**src/design/drbq_pkg.sv**
```systemverilog
// Package for the dual reader broadcast queue.
// Holds command and status codes, the controller state type and
// the command and status structs shared by the controller and the datapath.
`timescale 1ns / 1ps

package drbq_pkg;

   localparam int SLOTS_DEFAULT = 8;

   localparam logic [1:0] CMD_SEND  = 2'd0;
   localparam logic [1:0] CMD_READ1 = 2'd1;
   localparam logic [1:0] CMD_READ2 = 2'd2;

   localparam logic [1:0] STAT_DONE = 2'd0;
   localparam logic [1:0] STAT_FULL = 2'd1;
   localparam logic [1:0] STAT_NONE = 2'd2;

   localparam logic [3:0] LEAD_MAX = 4'd15;

   typedef enum logic {
      ST_IDLE,
      ST_EXEC
   } state_type;

   // Controller to datapath.
   typedef struct packed {
      logic load_req;
      logic exec;
   } ctrl_type;

   // Datapath to controller.
   typedef struct packed {
      logic rsp_busy;
   } stat_type;

endpackage

```
**src/design/dual_reader_broadcast_queue_top.sv**
```systemverilog
// Timing: a request beat is captured in the idle state and runs in the execute state;
// its response is registered and stays valid until taken; execution waits while a
// held response is stalled. No new request is taken while one is in the execute
// state, but a new request is taken while the previous response waits.
// Reset: synchronous, active high; empties the queue, clears the seen flags,
// the lead counter and the response valid.
`timescale 1ns / 1ps

module dual_reader_broadcast_queue_top #(
   parameter int SLOTS = drbq_pkg::SLOTS_DEFAULT
) (
   input  logic        clock,
   input  logic        reset,
   input  logic        req_valid,
   output logic        req_stall,
   input  logic [1:0]  req_cmd,
   input  logic [15:0] req_send_value,
   output logic        rsp_valid,
   input  logic        rsp_stall,
   output logic [15:0] rsp_read_value,
   output logic [1:0]  rsp_status,
   output logic [3:0]  rsp_occupancy
);

   drbq_pkg::ctrl_type ctrl;
   drbq_pkg::stat_type stat;

   drbq_ctrl u_ctrl (
      .clock     (clock),
      .reset     (reset),
      .req_valid (req_valid),
      .req_stall (req_stall),
      .stat      (stat),
      .ctrl      (ctrl)
   );

   drbq_dpath #(
      .SLOTS (SLOTS)
   ) u_dpath (
      .clock          (clock),
      .reset          (reset),
      .req_cmd        (req_cmd),
      .req_send_value (req_send_value),
      .rsp_valid      (rsp_valid),
      .rsp_stall      (rsp_stall),
      .rsp_read_value (rsp_read_value),
      .rsp_status     (rsp_status),
      .rsp_occupancy  (rsp_occupancy),
      .ctrl           (ctrl),
      .stat           (stat)
   );

endmodule

```
**src/design/drbq_ctrl.sv**
```systemverilog
// Controller of the dual reader broadcast queue.
// Sequences capture and execution of one request beat; uses drbq_pkg.
`timescale 1ns / 1ps

module drbq_ctrl (
   input  logic               clock,
   input  logic               reset,
   input  logic               req_valid,
   output logic               req_stall,
   input  drbq_pkg::stat_type stat,
   output drbq_pkg::ctrl_type ctrl
);

   drbq_pkg::state_type state_ff;
   drbq_pkg::state_type state_in;

   always_ff @(posedge clock) begin
      if (reset) begin
         state_ff <= drbq_pkg::ST_IDLE;
      end else begin
         state_ff <= state_in;
      end
   end

   always_comb begin
      state_in      = state_ff;
      req_stall     = 1'b1;
      ctrl.load_req = 1'b0;
      ctrl.exec     = 1'b0;
      case (state_ff)
         drbq_pkg::ST_IDLE: begin
            req_stall = 1'b0;
            if (req_valid) begin
               ctrl.load_req = 1'b1;
               state_in      = drbq_pkg::ST_EXEC;
            end
         end
         drbq_pkg::ST_EXEC: begin
            // The operation waits until the output register can take its result.
            if (!stat.rsp_busy) begin
               ctrl.exec = 1'b1;
               state_in  = drbq_pkg::ST_IDLE;
            end
         end
         default: begin
            state_in = drbq_pkg::ST_IDLE;
         end
      endcase
   end

endmodule

```
**src/design/drbq_dpath.sv**
```systemverilog
// Datapath of the dual reader broadcast queue: slot array, seen flags,
// lead counter, request register and output register. Uses drbq_pkg.
`timescale 1ns / 1ps

module drbq_dpath #(
   parameter int SLOTS = drbq_pkg::SLOTS_DEFAULT
) (
   input  logic               clock,
   input  logic               reset,
   input  logic [1:0]         req_cmd,
   input  logic [15:0]        req_send_value,
   output logic               rsp_valid,
   input  logic               rsp_stall,
   output logic [15:0]        rsp_read_value,
   output logic [1:0]         rsp_status,
   output logic [3:0]         rsp_occupancy,
   input  drbq_pkg::ctrl_type ctrl,
   output drbq_pkg::stat_type stat
);

   localparam int IW = $clog2(SLOTS);
   localparam int CW = $clog2(SLOTS + 1);

   // Valid slots are always a contiguous run from slot 0, so a count
   // stands for the valid flags.
   logic [CW-1:0]    count_ff, count_in;
   logic [15:0]      value_ff [SLOTS];
   logic [15:0]      value_in [SLOTS];
   logic [SLOTS-1:0] seen1_ff, seen1_in;
   logic [SLOTS-1:0] seen2_ff, seen2_in;
   logic [3:0]       lead_ff, lead_in;

   logic [1:0]       cmd_ff;
   logic [15:0]      send_ff;

   logic             rsp_valid_ff, rsp_valid_in;
   logic [15:0]      read_value_ff, read_value_in;
   logic [1:0]       status_ff, status_in;
   logic [3:0]       occ_ff, occ_in;

   logic [SLOTS-1:0] mine, other, cand;
   logic             hit;
   logic [IW-1:0]    hit_idx;
   logic             is_read;
   logic             do_read;
   logic             do_remove;

   assign stat.rsp_busy = rsp_valid_ff && rsp_stall;

   always_comb begin
      mine    = (cmd_ff == drbq_pkg::CMD_READ1) ? seen1_ff : seen2_ff;
      other   = (cmd_ff == drbq_pkg::CMD_READ1) ? seen2_ff : seen1_ff;
      hit     = 1'b0;
      hit_idx = '0;
      for (int k = 0; k < SLOTS; k++) begin
         cand[k] = (CW'(k) < count_ff) && !mine[k];
      end
      // Scan from the top so that the lowest candidate wins.
      for (int k = SLOTS - 1; k >= 0; k--) begin
         if (cand[k]) begin
            hit     = 1'b1;
            hit_idx = IW'(k);
         end
      end
   end

   always_comb begin
      count_in      = count_ff;
      value_in      = value_ff;
      seen1_in      = seen1_ff;
      seen2_in      = seen2_ff;
      lead_in       = lead_ff;
      read_value_in = read_value_ff;
      status_in     = status_ff;
      occ_in        = occ_ff;
      rsp_valid_in  = rsp_valid_ff && rsp_stall;
      is_read       = (cmd_ff == drbq_pkg::CMD_READ1) || (cmd_ff == drbq_pkg::CMD_READ2);
      do_read       = 1'b0;
      do_remove     = 1'b0;

      if (ctrl.exec) begin
         rsp_valid_in  = 1'b1;
         read_value_in = '0;
         status_in     = drbq_pkg::STAT_DONE;

         case (cmd_ff)
            drbq_pkg::CMD_SEND: begin
               if (count_ff < CW'(SLOTS)) begin
                  value_in[count_ff[IW-1:0]] = send_ff;
                  seen1_in[count_ff[IW-1:0]] = 1'b0;
                  seen2_in[count_ff[IW-1:0]] = 1'b0;
                  count_in = count_ff + 1'b1;
               end else begin
                  status_in = drbq_pkg::STAT_FULL;
               end
            end
            drbq_pkg::CMD_READ1: begin
               if (hit) begin
                  do_read = 1'b1;
                  if (lead_ff != drbq_pkg::LEAD_MAX) begin
                     lead_in = lead_ff + 4'd1;
                  end
               end else begin
                  status_in = drbq_pkg::STAT_NONE;
               end
            end
            drbq_pkg::CMD_READ2: begin
               if (hit && (lead_ff != 4'd0)) begin
                  do_read = 1'b1;
                  lead_in = lead_ff - 4'd1;
               end else begin
                  status_in = drbq_pkg::STAT_NONE;
               end
            end
            default: begin
               status_in = drbq_pkg::STAT_DONE;
            end
         endcase

         if (do_read && is_read) begin
            read_value_in = value_ff[hit_idx];
            do_remove     = other[hit_idx];
            if (!do_remove) begin
               if (cmd_ff == drbq_pkg::CMD_READ1) begin
                  seen1_in[hit_idx] = 1'b1;
               end else begin
                  seen2_in[hit_idx] = 1'b1;
               end
            end else begin
               // Both readers have the entry: compact everything above it down.
               for (int k = 0; k < SLOTS; k++) begin
                  if (IW'(k) >= hit_idx) begin
                     if (k == SLOTS - 1) begin
                        seen1_in[k] = 1'b0;
                        seen2_in[k] = 1'b0;
                     end else begin
                        value_in[k] = value_ff[k + 1];
                        seen1_in[k] = seen1_ff[k + 1];
                        seen2_in[k] = seen2_ff[k + 1];
                     end
                  end
               end
               count_in = count_ff - 1'b1;
            end
         end

         occ_in = 4'(count_in);
      end
   end

   always_ff @(posedge clock) begin
      if (reset) begin
         count_ff     <= '0;
         seen1_ff     <= '0;
         seen2_ff     <= '0;
         lead_ff      <= '0;
         rsp_valid_ff <= 1'b0;
      end else begin
         count_ff     <= count_in;
         seen1_ff     <= seen1_in;
         seen2_ff     <= seen2_in;
         lead_ff      <= lead_in;
         rsp_valid_ff <= rsp_valid_in;
      end
   end

   always_ff @(posedge clock) begin
      value_ff      <= value_in;
      read_value_ff <= read_value_in;
      status_ff     <= status_in;
      occ_ff        <= occ_in;
      if (ctrl.load_req) begin
         cmd_ff  <= req_cmd;
         send_ff <= req_send_value;
      end
   end

   assign rsp_valid      = rsp_valid_ff;
   assign rsp_read_value = read_value_ff;
   assign rsp_status     = status_ff;
   assign rsp_occupancy  = occ_ff;

endmodule

```
**config.mk**
```make
export PLATFORM = sky130hd
export DESIGN_NAME = dual_reader_broadcast_queue_top
export DESIGN_NICKNAME = d
export VERILOG_FILES = /design/src/design/drbq_pkg.sv /design/src/design/dual_reader_broadcast_queue_top.sv /design/src/design/drbq_ctrl.sv /design/src/design/drbq_dpath.sv
export SDC_FILE = /design/constraint.sdc
export NUM_CORES = 1
export LEC_CHECK = 0
export BUFFER_PORTS_ARGS = -buffer_cell sky130_fd_sc_hd__buf_4
export CAP_MARGIN = 20
export CORE_ASPECT_RATIO = 1.1
export CORE_MARGIN = 5
export CORE_UTILIZATION = 43
export CTS_CLUSTER_DIAMETER = 120
export DETAILED_ROUTE_END_ITERATION = 10
export PLACE_DENSITY_LB_ADDON = 0.15
export SLEW_MARGIN = 20
export SYNTH_ARGS = -nofsm -noshare
export SYNTH_HDL_FRONTEND = slang
export SYNTH_HIERARCHICAL = 1
export SYNTH_SLANG_ARGS = --single-unit
```
**constraint.sdc**
```tcl
create_clock -name clock -period 13.3 [get_ports clock]
set_clock_uncertainty 0.15 [all_clocks]
set_input_delay 1.995 -clock clock [delete_from_list [all_inputs] [get_ports clock]]
set_output_delay 1.995 -clock clock [all_outputs]
set_load 0.05 [all_outputs]
```
==> impl_metrics.csv <==
group,metric,value,unit
timing,setup_viol,0,
placement,portBuffers,45,
synth,ys_top_cells_by_area,"edfxtp_1 47%, mux2i_1 13%, a21oi_1 6.0%",
synth,syn_avg_cell_area,10.4,µm²
floorplanning,initial_utilization,43.8,%
floorplanning,rows,60,
timing,timing.fmax,221,MHz
clocking,numCtsBuffers,17,
critical_path,critPathRequiredTime,13.49,ns
global_route,grt_max_degree,70,
job,max-cap-violations,0,
critical_path,r2r_cells,10,
timing,period_minus_slack,4.52,ns
timing,final_max_slew_viol_count,0,
power,power.density,114,nW/µm²
synth,synthDistinctLibCells,74,
synth,yosysTopAreaCellShare,47.0,%
route,drt_wl_total,31.1,mm
timing,relSlewSlack,24.6,%
floorplanning,fp.dieH,176,µm
floorplanning,num_io_pins,46,
floorplanning,coreArea,24500,µm²
synth,synthTopCellsByCount,"168 x edfxtp_1, 140 x nand2_1, 139 x mux2i_1",
clocking,root_buffer,"clkbuf_16",
floorplanning,die_w,161,µm
layout,nets,1095,
critical_path,critPathMaxFanout,17,
placement,dp_slack,8.33,ns
critical_path,end_kind,"flip-flop",
clocking,clock-sinks,194,
global_route,grt_pass1_wl,47.4,mm
run_status,status,"complete, no violations",
clocking,cts_tree,"yes",
clocking,cts_max_path_buffers,2,
timing,tightest_slew,1.13,ns
global_route,antenna_found_initial,0,
placement,place_congestion,0.894,
synth,yosysMostFrequentCell,"edfxtp_1",
route,vias_per_cell,6.01,
synth,ys_warn_count,6,
route,ant_nets,0,
hold_path,hold_class,"reg2reg",
synth,synth_top_cell_by_area,"edfxtp_1",
synth,synth_area,10700,µm²
global_route,gr-total-overflow,0,
critical_path,critPathLaunchType,"flip-flop",
clocking,cts_resized,0,
timing,rsz0062_at_grt,"false",
synth,synth_seq_area_share,51.8,%
clocking,cts_hold_buf,0,
power,leakage,0.00441,µW
synth,synth-edff-count,168,
global_route,grt_pass1_vias,7902,
layout,area_growth,12.0,%
timing,post-route-period-util,34.0,%
clocking,cts.clk_slew.worst_paths,0.08,ns
route,num_vias,8330,
timing,finalWorstSetupSlack,8.78,ns
timing,finalSetupTns,0,ns
route,drtIter0Drc,804,
critical_path,criticalPathCategory,"reg2reg",
clocking,insertion_delay,0.44,ns
hold_path,worstHoldPathCells,2,
critical_path,cp.arrival,4.71,ns
synth,synth-seq-cells,194,
clocking,post_cts_buffers,0,
power,max-vdd-ir-drop,0.0000661,V
synth,ys.flop_type,"edfxtp_1",
layout,n_antenna_cell,0,
placement,hpwl,18.6,mm
layout,drive_gt1_share,12.7,%
route,drc,0,
route,wire_per_inst,22.5,µm
floorplanning,dieArea,28300,µm²
global_route,grt_use_total,21.7,%
synth,postSynthCellCount,1038,
timing,final_hold_viol_count,0,
synth,synth_async_sr_flop_share,0,%
route,drt-pass1-iter-count,6,
layout,fill_cells,2311,
clocking,h-tree-depth,4,
synth,synth_nets,1071,
## where the power goes
part / switching [µW] / internal, µW
sequential: 21.9 / 689
clock: 261 / 272
combinational: 82.4 / 43.0
total: 366 / 1000
## registers in the layout, summed over array words and instances, names as in the netlist, 4 cells and up, named ones only
signal and cells:
u_dpath/count_ff 4, u_dpath/lead_ff 4, u_dpath/rsp_occupancy 4, u_dpath/rsp_read_value 16, u_dpath/seen1_ff 8, u_dpath/seen2_ff 8
u_dpath/send_ff 16, u_dpath/value_ff 112
## layer usage
| layer | GRT usage (%) | part of all wire, % | up-vias |
|---|---|---|---|
| met4 | 6.93 | 2.4 | 0 |
| met2 | 35.3 | 47 | 284 |
| li1 | - | - | 3917 |
| met3 | 2.77 | 5.4 | 41 |
| met1 | 30.5 | 45 | 4088 |
| met5 | 0 | 0 | - |
## final timing paths
path,from,endpoint,slack [ns]
worst max-delay path,u_dpath/count_ff[1],u_dpath/seen2_ff[6],8.78
worst min-delay path,u_dpath/seen1_ff[4],u_dpath/seen1_ff[4],0.35
worst max register to register,u_dpath/count_ff[1],u_dpath/seen2_ff[6],8.78
worst min register to register,u_dpath/seen1_ff[4],u_dpath/seen1_ff[4],0.35
## critical path, stage by stage (launching register included)
cell and delay (ns):
dfxtp_1 0.56, inv_1 0.25, ha_1 0.29, a221oi_2 0.75, nor3_1 0.20, a311oi_2 0.36, nand3_2 0.33, o211ai_2 0.78
buf_4 0.39, a21oi_1 0.13, o32ai_1 0.23
## cells in the final DEF (no fill, tap or decap), types with 5 or more instances in the layout
cell type	synthesis	routed
edfxtp_1	168	168
nand2_1	140	140
mux2i_1	139	139
a21oi_1	128	127
nor2_1	120	119
buf_4	1	67
dfxtp_1	26	26
o21ai_0	23	22
inv_1	20	20
o21ai_1	21	20
clkbuf_16	0	17
nand3_1	13	13
a222oi_1	13	13
o31a_1	13	13
ha_1	10	10
o22ai_1	8	8
nor3_1	11	8
o32ai_1	8	8
o2bb2ai_1	7	7
mux2_2	5	5
o21ai_2	3	5
o31ai_1	6	5
nand4_1	5	5
## final cells by class
class,count,area (µm²),share of cell area [%]
Clock buffer,17,425,3.54
Inverter,21,78.8,0.655
Timing Repair Buffer,67,503,4.18
Tap cell,310,388,3.22
Multi-Input combinational cell,761,4890,40.6
Clock inverter,15,184,1.53
Sequential cell,194,5570,46.3
## through the flow
stage / util, % / total power [µW] / std cells / cell area [µm²] / hold slack [ns]
finish: 49.0 / 1370 / 1385 / 12000 / 0.351
CTS: 49.0 / 1380 / 1385 / 12000 / 0.352
global route: 49.0 / 1420 / 1385 / 12000 / 0.374
global placement: 46.5 / 847 / 1353 / 11400 / 0.332
floorplan: - / 806 / 1038 / 10700 / 0.303
detailed placement: 46.5 / 848 / 1353 / 11400 / 0.337
## cells by family (layout without fill, tap and decap cells)
| family | after synthesis | in the layout | synth area share, % |
|---|---|---|---|
| buf+inv | 83 | 120 | 3.33 |
| compound gates | 271 | 271 | 16.2 |
| flops | 194 | 194 | 51.8 |
| mux | 146 | 146 | 13.7 |
| fa+ha+maj | 11 | 11 | 1.35 |
| xor+xnor | 5 | 5 | 0.408 |
| simple gates | 328 | 328 | 13.2 |
No activity file was read; power rests on OpenSTA's default activity.
